### src/hw/rtl/tcpwm_pkg.sv
// shared types and constants for the two-channel sensor to pwm drive
package tcpwm_pkg;

   localparam int DUTY_W    = 7;
   localparam int QUO_BITS  = 7;
   localparam int CSR_IDX_W = 3;

   typedef logic [DUTY_W-1:0]    duty_type;
   typedef logic [CSR_IDX_W-1:0] csr_idx_type;

   localparam duty_type FULL_SCALE   = 7'd100;
   localparam duty_type PWM_PERIOD   = 7'd100;
   localparam duty_type CUTOFF_RESET = 7'd45;
   localparam duty_type CAP_RESET    = 7'd50;

   localparam csr_idx_type CSR_MIN_A      = 3'd0;
   localparam csr_idx_type CSR_MAX_A      = 3'd1;
   localparam csr_idx_type CSR_MIN_B      = 3'd2;
   localparam csr_idx_type CSR_MAX_B      = 3'd3;
   localparam csr_idx_type CSR_LOW_CUTOFF = 3'd4;
   localparam csr_idx_type CSR_HIGH_CAP   = 3'd5;

   typedef struct packed {
      duty_type cutoff;
      duty_type cap;
   } limit_type;

endpackage

### src/hw/rtl/two_channel_sensor_to_pwm_drive_top.sv
// top level: config registers, two duty lanes, merge of duties, pwm and result register
// a tick item goes straight to report after transfer, a sample item runs through
// (capture, prepare, 7-bit quotient of the lane divider, finish, report)
// one item at a time: the next transfer is taken once the result is in the output register
// the output register frees on its own transfer, so a new item runs while a result waits
// synchronous active-high reset: config to 0 / cutoff 45 / cap 50, counter, duties and drives 0
module two_channel_sensor_to_pwm_drive_top #(
   parameter int SAMPLE_BITS = 10
) (
   input  logic                         clock,
   input  logic                         reset,
   input  logic                         req_valid,
   output logic                         req_stall,
   input  logic                         req_type,
   input  logic [SAMPLE_BITS-1:0]       req_sample_a,
   input  logic [SAMPLE_BITS-1:0]       req_sample_b,
   output logic                         rsp_valid,
   input  logic                         rsp_stall,
   output logic                         rsp_motor_a_on,
   output logic                         rsp_motor_b_on,
   output tcpwm_pkg::duty_type          rsp_duty_a_now,
   output tcpwm_pkg::duty_type          rsp_duty_b_now,
   input  logic                         csr_wr_en,
   input  tcpwm_pkg::csr_idx_type       csr_index,
   input  logic [SAMPLE_BITS-1:0]       csr_wdata
);
   import tcpwm_pkg::*;

   typedef enum logic [2:0] {
      S_IDLE   = 3'b001,
      S_CALC   = 3'b010,
      S_REPORT = 3'b100
   } top_state_type;

   top_state_type          state_ff, state_in;
   logic [SAMPLE_BITS-1:0] min_a_ff, max_a_ff, min_b_ff, max_b_ff;
   duty_type               cutoff_ff, cap_ff;
   duty_type               speed_a_ff, speed_a_in;
   duty_type               speed_b_ff, speed_b_in;
   logic                   rsp_valid_ff, rsp_valid_in;
   logic                   motor_a_ff, motor_b_ff;
   duty_type               duty_a_ff, duty_b_ff;
   logic                   req_xfer;
   logic                   out_free;
   logic                   load_out;
   logic                   lane_start;
   logic                   tick;
   logic                   done_a, done_b;
   duty_type               lane_duty_a, lane_duty_b;
   logic                   drive_a, drive_b;
   limit_type              limits;

   assign req_stall = state_ff != S_IDLE;
   assign req_xfer  = req_valid & ~req_stall;
   assign out_free  = ~rsp_valid_ff | ~rsp_stall;
   assign lane_start = req_xfer & ~req_type;
   assign tick       = req_xfer & req_type;
   assign limits     = '{cutoff: cutoff_ff, cap: cap_ff};

   // config writes
   always_ff @(posedge clock) begin
      if (reset) begin
         min_a_ff  <= '0;
         max_a_ff  <= '0;
         min_b_ff  <= '0;
         max_b_ff  <= '0;
         cutoff_ff <= CUTOFF_RESET;
         cap_ff    <= CAP_RESET;
      end else if (csr_wr_en) begin
         unique case (csr_index)
            CSR_MIN_A:      min_a_ff  <= csr_wdata;
            CSR_MAX_A:      max_a_ff  <= csr_wdata;
            CSR_MIN_B:      min_b_ff  <= csr_wdata;
            CSR_MAX_B:      max_b_ff  <= csr_wdata;
            CSR_LOW_CUTOFF: cutoff_ff <= csr_wdata[DUTY_W-1:0];
            CSR_HIGH_CAP:   cap_ff    <= csr_wdata[DUTY_W-1:0];
            default: ;
         endcase
      end
   end

   tcpwm_lane #(
      .SAMPLE_BITS(SAMPLE_BITS)
   ) u_lane_a (
      .clock (clock),
      .reset (reset),
      .start (lane_start),
      .sample(req_sample_a),
      .lo    (min_a_ff),
      .hi    (max_a_ff),
      .limits(limits),
      .done  (done_a),
      .duty  (lane_duty_a)
   );

   tcpwm_lane #(
      .SAMPLE_BITS(SAMPLE_BITS)
   ) u_lane_b (
      .clock (clock),
      .reset (reset),
      .start (lane_start),
      .sample(req_sample_b),
      .lo    (min_b_ff),
      .hi    (max_b_ff),
      .limits(limits),
      .done  (done_b),
      .duty  (lane_duty_b)
   );

   tcpwm_pwm u_pwm (
      .clock  (clock),
      .reset  (reset),
      .tick   (tick),
      .speed_a(speed_a_ff),
      .speed_b(speed_b_ff),
      .drive_a(drive_a),
      .drive_b(drive_b)
   );

   // sequencing and merge of the lane duties
   always_comb begin
      state_in   = state_ff;
      speed_a_in = speed_a_ff;
      speed_b_in = speed_b_ff;
      load_out   = 1'b0;
      unique case (state_ff)
         S_IDLE: begin
            if (tick) begin
               state_in = S_REPORT;
            end else if (lane_start) begin
               state_in = S_CALC;
            end
         end
         S_CALC: begin
            if (done_a & done_b) begin
               speed_a_in = lane_duty_a;
               speed_b_in = lane_duty_b;
               state_in   = S_REPORT;
            end
         end
         S_REPORT: begin
            if (out_free) begin
               load_out = 1'b1;
               state_in = S_IDLE;
            end
         end
         default: begin
            state_in = S_IDLE;
         end
      endcase
   end

   always_comb begin
      rsp_valid_in = rsp_valid_ff;
      if (load_out) begin
         rsp_valid_in = 1'b1;
      end else if (~rsp_stall) begin
         rsp_valid_in = 1'b0;
      end
   end

   always_ff @(posedge clock) begin
      if (reset) begin
         state_ff     <= S_IDLE;
         speed_a_ff   <= '0;
         speed_b_ff   <= '0;
         rsp_valid_ff <= 1'b0;
      end else begin
         state_ff     <= state_in;
         speed_a_ff   <= speed_a_in;
         speed_b_ff   <= speed_b_in;
         rsp_valid_ff <= rsp_valid_in;
      end
   end

   // result payload, held while the transfer is stalled
   always_ff @(posedge clock) begin
      if (load_out) begin
         motor_a_ff <= drive_a;
         motor_b_ff <= drive_b;
         duty_a_ff  <= speed_a_ff;
         duty_b_ff  <= speed_b_ff;
      end
   end

   assign rsp_valid      = rsp_valid_ff;
   assign rsp_motor_a_on = motor_a_ff;
   assign rsp_motor_b_on = motor_b_ff;
   assign rsp_duty_a_now = duty_a_ff;
   assign rsp_duty_b_now = duty_b_ff;

endmodule

### src/hw/rtl/tcpwm_lane.sv
// one duty lane: clamp, scale and iterative restoring division to a limited duty
module tcpwm_lane #(
   parameter int SAMPLE_BITS = 10
) (
   input  logic                     clock,
   input  logic                     reset,
   input  logic                     start,
   input  logic [SAMPLE_BITS-1:0]   sample,
   input  logic [SAMPLE_BITS-1:0]   lo,
   input  logic [SAMPLE_BITS-1:0]   hi,
   input  tcpwm_pkg::limit_type     limits,
   output logic                     done,
   output tcpwm_pkg::duty_type      duty
);
   import tcpwm_pkg::*;

   localparam int NumW = SAMPLE_BITS + QUO_BITS;
   localparam int BitW = $clog2(QUO_BITS);

   typedef enum logic [3:0] {
      L_IDLE = 4'b0001,
      L_PREP = 4'b0010,
      L_DIV  = 4'b0100,
      L_FIN  = 4'b1000
   } lane_state_type;

   lane_state_type         state_ff, state_in;
   logic [SAMPLE_BITS-1:0] sample_ff, sample_in;
   logic [SAMPLE_BITS-1:0] lo_ff, lo_in;
   logic [SAMPLE_BITS-1:0] hi_ff, hi_in;
   logic [SAMPLE_BITS-1:0] span_ff, span_in;
   logic [NumW-1:0]        num_ff, num_in;
   logic [QUO_BITS-1:0]    quo_ff, quo_in;
   logic [BitW-1:0]        bit_ff, bit_in;
   logic                   zero_ff, zero_in;
   logic [SAMPLE_BITS-1:0] clamped;
   logic [NumW-1:0]        span_sh;
   logic                   fits;
   duty_type               raw;

   always_comb begin
      state_in  = state_ff;
      sample_in = sample_ff;
      lo_in     = lo_ff;
      hi_in     = hi_ff;
      span_in   = span_ff;
      num_in    = num_ff;
      quo_in    = quo_ff;
      bit_in    = bit_ff;
      zero_in   = zero_ff;
      clamped   = sample_ff;
      span_sh   = NumW'(span_ff) << bit_ff;
      fits      = num_ff >= span_sh;
      done      = 1'b0;
      unique case (state_ff)
         L_IDLE: begin
            if (start) begin
               sample_in = sample;
               lo_in     = lo;
               hi_in     = hi;
               state_in  = L_PREP;
            end
         end
         L_PREP: begin
            if (sample_ff > hi_ff) begin
               clamped = hi_ff;
            end
            if (clamped < lo_ff) begin
               clamped = lo_ff;
            end
            num_in   = NumW'(clamped - lo_ff) * NumW'(FULL_SCALE);
            span_in  = hi_ff - lo_ff;
            zero_in  = hi_ff <= lo_ff;
            quo_in   = '0;
            bit_in   = BitW'(QUO_BITS - 1);
            state_in = L_DIV;
         end
         L_DIV: begin
            if (fits) begin
               num_in = num_ff - span_sh;
            end
            quo_in = {quo_ff[QUO_BITS-2:0], fits};
            if (bit_ff == '0) begin
               state_in = L_FIN;
            end else begin
               bit_in = bit_ff - 1'b1;
            end
         end
         L_FIN: begin
            done     = 1'b1;
            state_in = L_IDLE;
         end
         default: begin
            state_in = L_IDLE;
         end
      endcase
   end

   // duty limiting on the finished quotient
   always_comb begin
      raw = FULL_SCALE - DUTY_W'(quo_ff);
      if (raw <= limits.cutoff) begin
         raw = '0;
      end
      if (raw >= limits.cap) begin
         raw = limits.cap;
      end
      duty = zero_ff ? '0 : raw;
   end

   always_ff @(posedge clock) begin
      if (reset) begin
         state_ff <= L_IDLE;
      end else begin
         state_ff <= state_in;
      end
   end

   always_ff @(posedge clock) begin
      sample_ff <= sample_in;
      lo_ff     <= lo_in;
      hi_ff     <= hi_in;
      span_ff   <= span_in;
      num_ff    <= num_in;
      quo_ff    <= quo_in;
      bit_ff    <= bit_in;
      zero_ff   <= zero_in;
   end

endmodule

### src/hw/rtl/tcpwm_pwm.sv
// pwm period counter and the two motor drive levels
module tcpwm_pwm (
   input  logic                clock,
   input  logic                reset,
   input  logic                tick,
   input  tcpwm_pkg::duty_type speed_a,
   input  tcpwm_pkg::duty_type speed_b,
   output logic                drive_a,
   output logic                drive_b
);
   import tcpwm_pkg::*;

   duty_type count_ff, count_in;
   logic     drive_a_ff, drive_a_in;
   logic     drive_b_ff, drive_b_in;

   always_comb begin
      count_in   = count_ff;
      drive_a_in = drive_a_ff;
      drive_b_in = drive_b_ff;
      if (tick) begin
         count_in = count_ff + 1'b1;
         if (count_in >= PWM_PERIOD) begin
            count_in   = '0;
            drive_a_in = 1'b1;
            drive_b_in = 1'b1;
         end
         if (count_in == speed_a) begin
            drive_a_in = 1'b0;
         end
         if (count_in == speed_b) begin
            drive_b_in = 1'b0;
         end
      end
   end

   always_ff @(posedge clock) begin
      if (reset) begin
         count_ff   <= '0;
         drive_a_ff <= 1'b0;
         drive_b_ff <= 1'b0;
      end else begin
         count_ff   <= count_in;
         drive_a_ff <= drive_a_in;
         drive_b_ff <= drive_b_in;
      end
   end

   assign drive_a = drive_a_ff;
   assign drive_b = drive_b_ff;

endmodule
### config.mk
export PLATFORM = sky130hd
export DESIGN_NAME = two_channel_sensor_to_pwm_drive_top
export DESIGN_NICKNAME = d
export VERILOG_FILES = /design/src/hw/rtl/tcpwm_pkg.sv /design/src/hw/rtl/two_channel_sensor_to_pwm_drive_top.sv /design/src/hw/rtl/tcpwm_lane.sv /design/src/hw/rtl/tcpwm_pwm.sv
export SDC_FILE = /design/constraint.sdc
export NUM_CORES = 1
export LEC_CHECK = 0
export ABC_CLOCK_PERIOD_IN_PS = 9700
export BUFFER_PORTS_ARGS = -buffer_cell sky130_fd_sc_hd__buf_2
export CAP_MARGIN = 40
export CORE_MARGIN = 1.5
export CORE_UTILIZATION = 50
export CTS_CLUSTER_DIAMETER = 60
export DETAILED_ROUTE_END_ITERATION = 8
export PLACE_DENSITY = 0.76
export RECOVER_POWER = 100
export SYNTH_ARGS = -nofsm -noshare
export SYNTH_HDL_FRONTEND = slang
export SYNTH_SLANG_ARGS = --single-unit
### constraint.sdc
create_clock -name clock -period 9.7 [get_ports clock]
set_input_delay 2.425 -clock clock [delete_from_list [all_inputs] [get_ports clock]]
set_output_delay 2.425 -clock clock [all_outputs]
set_load 0.01 [all_outputs]
==> results_dict.tcl, run 1 <==
set metrics [dict create \
    status "complete, but fails checks" \
    violations "capacitance limit, slew limit" \
    fin_crit_sh_pct 87.7 \
    drt_iter0_drc 918 \
    coreArea_sq_um 34500 \
    cts_num_sinks 241 \
    hold_buffers 0 \
    holdCritPathClass "reg2reg" \
    antenna_found_initial 0 \
    cts_tree "built" \
    clk_latency_ns 0.56 \
    cts_setup_buffers 0 \
    cts_made_buffers 27 \
    die_x_um 190 \
    dp.cells 2336 \
    yosysSeqAreaShare_pct 36.1 \
    postSynthAreaPerCell_sq_um 9.42 \
    dieHeight_um 190 \
    finalWirelength_um 39500 \
    ys_seq_elements 241 \
    power_leakage_uw 0.00803 \
    grt_max_degree 72 \
    yosysUniqueCellTypes 98 \
    htreeDepth 1 \
    critical_path_arrival_ns 8.76 \
    mostFrequentLayoutCells "nand2_1, ha_1, inv_1" \
    powerDensity_nw_per_um2 256 \
    slew_viol_final 134 \
    worstMarginPinSlew_ns 3.14 \
    start_util_pct 50.9 \
    post_drt_wl_per_cell_um 16.6 \
    via_count 13600 \
    setup_viol_count_final 0 \
    fp.dieArea_sq_um 36300 \
    required_ns 9.96 \
    vias_per_cell 5.69 \
    grt_pass1_wl_um 65100 \
    synth_ff_type "edfxtp_1" \
    max_freq_mhz 118 \
    postRouteAntennaNets 0 \
    irDropWorstVdd_mv 0.349 \
    synthArstFlopShare_pct 0 \
    finalNetCount 2182 \
    cts-root-buf "clkbuf_16" \
    clkTransAtPathRegs_ns 0.06 \
    maxCapViolations 3 \
    hold_viol 0 \
    relSlewSlack_pct -109 \
    synth_edf_count 152 \
    layout_commonest_cell "nand2_1" \
    grtUsageTotal_pct 22.0 \
    cp-end-kind "flip-flop" \
    fin_crit_ns 8.51 \
    dr.pass1.iters 5 \
    gp_congestion 0.932 \
    yosysWarnings 0 \
    crit_fanout 10 \
    syn_inst 1865 \
    crit_path_top_delay_cell "a21boi_2" \
    numPortBuffers 56 \
    grt_pass1_vias 13200 \
    dpl_cell_area_sq_um 18300 \
    clock-skew-final_ns 0.0113 \
    rows 68 \
    slowest_delay_ns 0.51 \
    drive_gt1_share_pct 6.68 \
    ios 57 \
    tns_ns 0 \
    crit_type "reg2reg" \
    antenna_cells 0 \
    startpoint_type "flip-flop" \
    rsz0062_at_grt "no" \
    cts_buffer_depth 3 \
    cp_common_cell "ha_1" \
    cts_resized 0 \
    area_growth_pct 8.67 \
    grt.overflow.total 0 \
    netlist_area_sq_um 17600 \
    stdcell_count 2386 \
    drc_errors 0 \
    synth.net_count 2137 \
    final_area_sq_um 19100 \
    hpwl_um 30500 \
]
cells by family after synthesis:
group	share of synthesized area [%]
simple gates	15.5
compound gates	14.9
flops	36.1
fa+ha+maj	17.6
buf+inv	5.24
xor+xnor	4.93
mux	5.69
power by group:
part           switching (uW)  internal, uW  total (uW)
Sequential               23.0          1260        1280
Clock                     449           618        1070
Combinational            1430          1110        2540
Total                    1900          2990        4890
critical path: cells and delay by family, from the launching register on:
kind	cells	cell delay (ns)
xor+xnor	3	0.56
buf+inv	4	0.28
simple gates	3	0.43
mux	3	0.86
compound gates	15	3.57
fa+ha+maj	7	2.14
flops	1	0.37
per-stage QoR:
stage                     worst slack (ns)  hold WS (ns)  total power (uW)  utilization (%)
after global routing                 0.362         0.427              5340             55.3
final                                 1.19         0.423              4890             55.3
after detailed placement              1.28         0.413              3850             52.9
after global placement                1.42         0.412              3760             52.9
after floorplan                       2.04         0.408              3290                -
after CTS                             1.28         0.422              4940             55.6
cells in the mapped netlist, drive strengths merged (40+ instances only):
| cell | count | area, sq um |
|---|---|---|
| a21o | 41 | 308 |
| o21ai | 82 | 425 |
| xnor2 | 58 | 508 |
| dfxtp | 89 | 1780 |
| ha | 209 | 2620 |
| inv | 179 | 672 |
| nand2 | 214 | 806 |
| nand3 | 40 | 205 |
| nor2 | 121 | 467 |
| edfxtp | 152 | 4560 |
| mux2 | 45 | 507 |
| clkbuf | 40 | 154 |
| xor2 | 41 | 359 |
| mux2i | 49 | 494 |
| a21oi | 144 | 736 |
registers in the layout (all words and copies together) (netlist names), 10 cells and up:
signal / cells
u_lane_a.sample_ff: 10
u_lane_b.span_ff: 10
u_lane_b.lo_ff: 10
max_a_ff: 10
max_b_ff: 10
u_lane_b.sample_ff: 10
min_b_ff: 10
min_a_ff: 10
u_lane_a.lo_ff: 10
u_lane_a.num_ff: 17
u_lane_b.num_ff: 17
u_lane_a.span_ff: 10
u_lane_b.hi_ff: 10
u_lane_a.hi_ff: 10
area by class of cell:
| cell class | count | area, sq um |
|---|---|---|
| clock buffers | 32 | 747 |
| multi-input cells | 1393 | 10300 |
| repair buffers | 66 | 280 |
| clock inverters | 18 | 194 |
| well taps | 455 | 569 |
| fillers | 3139 | 15400 |
| flip-flops and latches | 241 | 6350 |
| inverters | 181 | 679 |
worst paths after layout:
kind	startpoint	to	slack (ns)	cells past startpoint
max	u_lane_b.hi_ff[1]	u_lane_b.num_ff[16]	1.19	35
min	min_a_ff[1]	u_lane_a.lo_ff[1]	0.42	0
max reg2reg	u_lane_b.hi_ff[1]	u_lane_b.num_ff[16]	1.19	35
min reg2reg	min_a_ff[1]	u_lane_a.lo_ff[1]	0.42	0
per-layer routing:
metal  vias up  share of wire (%)  global-route usage, %  wire length (um)
li1       6742                  -                      -                 -
met1      6410                 46                   29.8             18100
met2       358                 47                   37.5             18600
met3        66                5.1                   2.59              2020
met4         0                2.0                   5.33               782
met5         -                  0                      0                 0
(Power assumes the default switching activity.)
==> run 2, diff against run 1 <==
ABC_CLOCK_PERIOD_IN_PS = 9600   (was 9700)
CELL_PAD_IN_SITES_DETAIL_PLACEMENT = 1   (was unset)
CELL_PAD_IN_SITES_GLOBAL_PLACEMENT = 2   (was unset)
CORE_UTILIZATION = 41   (was 50)
HOLD_SLACK_MARGIN = 0.15   (was unset)
PLACE_DENSITY = 0.91   (was 0.76)
clock period = 9.6 ns   (was 9.7 ns; I/O delays follow)
==> results_dict.tcl, run 2 (synthesized netlist as in run 1, its figures left out) <==
set metrics [dict create \
    status "complete, but fails checks" \
    violations "capacitance limit, slew limit" \
    cts_setup_buffers 0 \
    fin_crit_sh_pct 92.2 \
    fin_crit_ns 8.85 \
    cts_buffer_depth 3 \
    slowest_delay_ns 0.55 \
    vias_per_cell 5.53 \
    dpl_cell_area_sq_um 18400 \
    tns_ns 0 \
    crit_type "reg2reg" \
    critPathTopFamily "compound AO/OA/AOI/OAI gates" \
    dr.pass1.iters 7 \
    postRouteAntennaNets 0 \
    hold_viol 0 \
    finalWirelength_um 46800 \
    cts_resized 0 \
    hpwl_um 36600 \
    crit_fanout 10 \
    via_count 13700 \
    holdCritPathClass "reg2reg" \
    startpoint_type "flip-flop" \
    grt_max_degree 41 \
    area_growth_pct 10.3 \
    ios 57 \
    clk_latency_ns 0.54 \
    crit_path_top_delay_cell "a21boi_2" \
    slew_viol_final 169 \
    grt.overflow.total 0 \
    worstMarginPinSlew_ns 1.81 \
    post_drt_wl_per_cell_um 18.8 \
    cts_made_buffers 34 \
    layout_commonest_cell "nand2_1" \
    rows 75 \
    dp.cells 2421 \
    irDropWorstVdd_mv 0.325 \
    gp_congestion 0.875 \
    clock-skew-final_ns 0.0119 \
    cp_common_cell "ha_1" \
    dieHeight_um 210 \
    crit_buf_inv 4 \
    grtUsageTotal_pct 21.7 \
    drc_errors 0 \
    finalNetCount 2190 \
    antenna_cells 0 \
    drive_gt1_share_pct 7.10 \
    cts-root-buf "clkbuf_16" \
    start_util_pct 41.7 \
    mostFrequentLayoutCells "nand2_1, ha_1, inv_1" \
    cts_num_sinks 241 \
    fp.dieArea_sq_um 44100 \
    rsz0062_at_grt "no" \
    htreeDepth 2 \
    fillerInstances 4810 \
    cts_tree "built" \
    grt_pass1_wl_um 76300 \
    maxCapViolations 5 \
    max_freq_mhz 113 \
    coreArea_sq_um 42100 \
    die_x_um 210 \
    relSlewSlack_pct -20.4 \
    power_leakage_uw 0.00813 \
    required_ns 9.87 \
    stdcell_count 2483 \
    grt_pass1_vias 14500 \
    critical_path_arrival_ns 9.12 \
    final_area_sq_um 19400 \
    numPortBuffers 56 \
    drt_iter0_drc 560 \
    setup_viol_count_final 0 \
    cp-end-kind "flip-flop" \
    clkTransAtPathRegs_ns 0.06 \
    largestRegisters "u_lane_a.num_ff x17, u_lane_b.num_ff x17" \
    hold_buffers 0 \
    powerDensity_nw_per_um2 270 \
    antenna_found_initial 0 \
]
==> run 2: cell count changes in the layout (fill, tap and decap cells not counted), sizes merged <==
| cell | previous run | this run |
|---|---|---|
| clkinv | 7 | 6 |
| inv | 187 | 186 |
| buf | 26 | 30 |
| clkbuf | 72 | 85 |
| clkinvlp | 3 | 2 |
| bufinv | 2 | 1 |
==> run 2: stage by stage <==
step | hold slack [ns] | power (uW) | util [%] | setup WS (ns)
6_report | 0.430 | 5240 | 46.0 | 0.749
5_1_grt | 0.436 | 5700 | 46.0 | 0.0564
4_1_cts | 0.431 | 5290 | 46.3 | 0.754
3_5_place_dp | 0.417 | 4000 | 43.6 | 0.772
3_3_place_gp | 0.412 | 3860 | 43.6 | 1.23
2_1_floorplan | 0.408 | 3330 | - | 1.94
==> run 2: final timing paths <==
check / start / endpoint / slack (ns) / depth (start not counted)
worst max register to register: u_lane_b.hi_ff[7] / u_lane_b.num_ff[16] / 0.75 / 35
worst max-delay path: u_lane_b.hi_ff[7] / u_lane_b.num_ff[16] / 0.75 / 35
worst min register to register: min_a_ff[1] / u_lane_a.lo_ff[1] / 0.43 / 0
worst min-delay path: min_a_ff[1] / u_lane_a.lo_ff[1] / 0.43 / 0
==> run 2: where the power goes <==
| group | leakage [uW] | switching [uW] | internal [uW] |
|---|---|---|---|
| sequential | 0.00213 | 24.4 | 1270 |
| combinational | 0.00545 | 1550 | 1140 |
| clock | 0.000551 | 495 | 763 |
| total | 0.00813 | 2070 | 3170 |
==> run 2: final cells by class <==
class / count / area, sq um / area share [%]
inverter: 181 / 679 / 3.50
clock inverter: 14 / 133 / 0.684
sequential: 241 / 6350 / 32.7
timing repair buffer: 67 / 294 / 1.52
multi-input combinational: 1393 / 10300 / 53.0
clock buffer: 48 / 997 / 5.14
tap: 539 / 674 / 3.48
==> run 2: worst reg2reg max path, delay by kind of cell, from the launching register on <==
kind | cells | cell delay (ns)
DFF | 1 | 0.39
xor gates and xnor gates | 3 | 0.69
AOI/OAI and AO/OA | 14 | 3.55
and+or+nand+nor | 4 | 0.68
muxes | 3 | 0.86
buffers and inverters | 4 | 0.27
adders and majority gates | 7 | 2.12
==> run 2: routing by layer <==
metal	global-route usage [%]	part of all wire (%)	vias up
met5	0	0	-
met4	6.43	2.5	0
met3	3.19	3.0	72
met2	36.9	47	206
met1	28.5	47	6714
li1	-	-	6748
==> run 3, diff against run 2 <==
CORE_UTILIZATION = 35   (was 41)
PLACE_DENSITY = 0.81   (was 0.91)
==> results_dict.tcl, run 3 (synthesized netlist as in run 1, its figures left out) <==
set metrics [dict create \
    critPathTopFamily "compound AO/OA/AOI/OAI gates" \
    critical_path_arrival_ns 8.99 \
    cts_setup_buffers 0 \
    multi_input_area_sq_um 10300 \
    cts_made_buffers 34 \
    vias_per_cell 5.24 \
    slowest_delay_ns 0.82 \
    required_ns 9.85 \
    mostFrequentLayoutCells "nand2_1, ha_1, inv_1" \
    slew_viol_final 136 \
    p_clk_share_pct 23.7 \
    hpwl_um 36600 \
    cp_common_cell "ha_1" \
    fin_crit_ns 8.74 \
    dr.pass1.iters 5 \
    htreeDepth 2 \
    powerDensity_nw_per_um2 264 \
    dieHeight_um 227 \
    die_x_um 227 \
    numPortBuffers 56 \
    antenna_found_initial 1 \
    gp_congestion 0.847 \
    grt_pass1_vias 14500 \
    rows 81 \
    crit_buf_inv 4 \
    layout_commonest_cell "nand2_1" \
    coreArea_sq_um 49300 \
    via_count 13700 \
    cts_buffer_depth 3 \
    stdcell_count 2609 \
    fin_crit_sh_pct 91.1 \
    cts_resized 0 \
    grt_pass1_wl_um 76000 \
    status "complete, but fails checks" \
    finalWirelength_um 46900 \
    grt.overflow.total 0 \
    grt_max_degree 74 \
    drc_errors 0 \
    crit_path_top_delay_cell "a21oi_1" \
    fillerInstances 5747 \
    clk_latency_ns 0.54 \
    postRouteAntennaNets 0 \
    cts-root-buf "clkbuf_16" \
    power_leakage_uw 0.00812 \
    holdCritPathClass "reg2reg" \
    finish.utilization_pct 39.6 \
    area_growth_pct 11.0 \
    seqPwrFrac_pct 25.2 \
    setup_viol_count_final 0 \
    drive_gt1_share_pct 7.10 \
    drt_iter0_drc 488 \
    maxCapViolations 3 \
    violations "capacitance limit, slew limit" \
    start_util_pct 35.7 \
    tns_ns 0 \
    cts_tree "built" \
    p_sw_uw 2010 \
    startpoint_type "flip-flop" \
    irDropWorstVdd_mv 0.262 \
    regArea_sq_um 6350 \
    crit_type "reg2reg" \
    crit_fanout 10 \
    ios 57 \
    post_drt_wl_per_cell_um 18.0 \
    finalNetCount 2191 \
    cp-end-kind "flip-flop" \
    worstMarginPinSlew_ns 3.28 \
    hold_buffers 0 \
    relSlewSlack_pct -118 \
    hold_viol 0 \
    p_int_uw 3140 \
    clkTransAtPathRegs_ns 0.06 \
    clock-skew-final_ns 0.0205 \
    cts_num_sinks 241 \
    largestRegisters "u_lane_a.num_ff x17, u_lane_b.num_ff x17" \
    combPwrFrac_pct 51.1 \
    dp.cells 2547 \
    rsz0062_at_grt "no" \
    grtUsageTotal_pct 18.6 \
    switching_share_pct 39.1 \
    fp.dieArea_sq_um 51600 \
    max_freq_mhz 114 \
]
## run 3: changes by cell type in the layout (fill, tap and decap cells not counted), moves of 2 or more
cell      previous run  this run
buf_2               28        30
clkinv_2             1         4
a31o_1               2         0
inv_4                3         0
a31o_2               1         3
## run 3: per-layer routing
metal | part of all wire, % | GRT usage [%] | wire length, um
met2 | 47 | 31.8 | 22200
met3 | 3.2 | 2.72 | 1520
met4 | 2.4 | 5.62 | 1110
met1 | 47 | 24.3 | 22100
met5 | 0 | 0 | 0
## run 3: cell type report
class	instances	share of cell area, %
multi-input cells	1393	52.6
inverters	181	3.48
flip-flops and latches	241	32.5
clock inverters	12	0.455
diodes	1	0.0128
clock buffers	49	5.13
repair buffers	68	1.52
well taps	664	4.26
## run 3: per-stage QoR
stage               setup WS, ns  power, uW  hold WS (ns)  cell area [sq um]
finish                     0.859       5150         0.431              19500
global route               0.113       5640         0.442              19500
CTS                        0.887       5250         0.430              19600
detailed placement         0.908       3990         0.421              18600
global placement            1.21       3900         0.413              18500
floorplan                   1.94       3330         0.408              17600
## run 3: final timing paths
| kind | to | cells after the start | slack, ns | from |
|---|---|---|---|---|
| setup / recovery | u_lane_a.num_ff[16] | 34 | 0.86 | u_lane_a.hi_ff[7] |
| hold / removal | u_lane_a.lo_ff[3] | 0 | 0.43 | min_a_ff[3] |
| setup reg to reg | u_lane_a.num_ff[16] | 34 | 0.86 | u_lane_a.hi_ff[7] |
| hold reg to reg | u_lane_a.lo_ff[3] | 0 | 0.43 | min_a_ff[3] |
## run 3: power by group through the flow
stage	clock network, uW	logic, uW	registers, uW
floorplan	0	2020	1310
global placement	0	2590	1320
detailed placement	0	2670	1320
CTS	1260	2690	1300
global route	1290	3050	1300
finish	1220	2630	1300
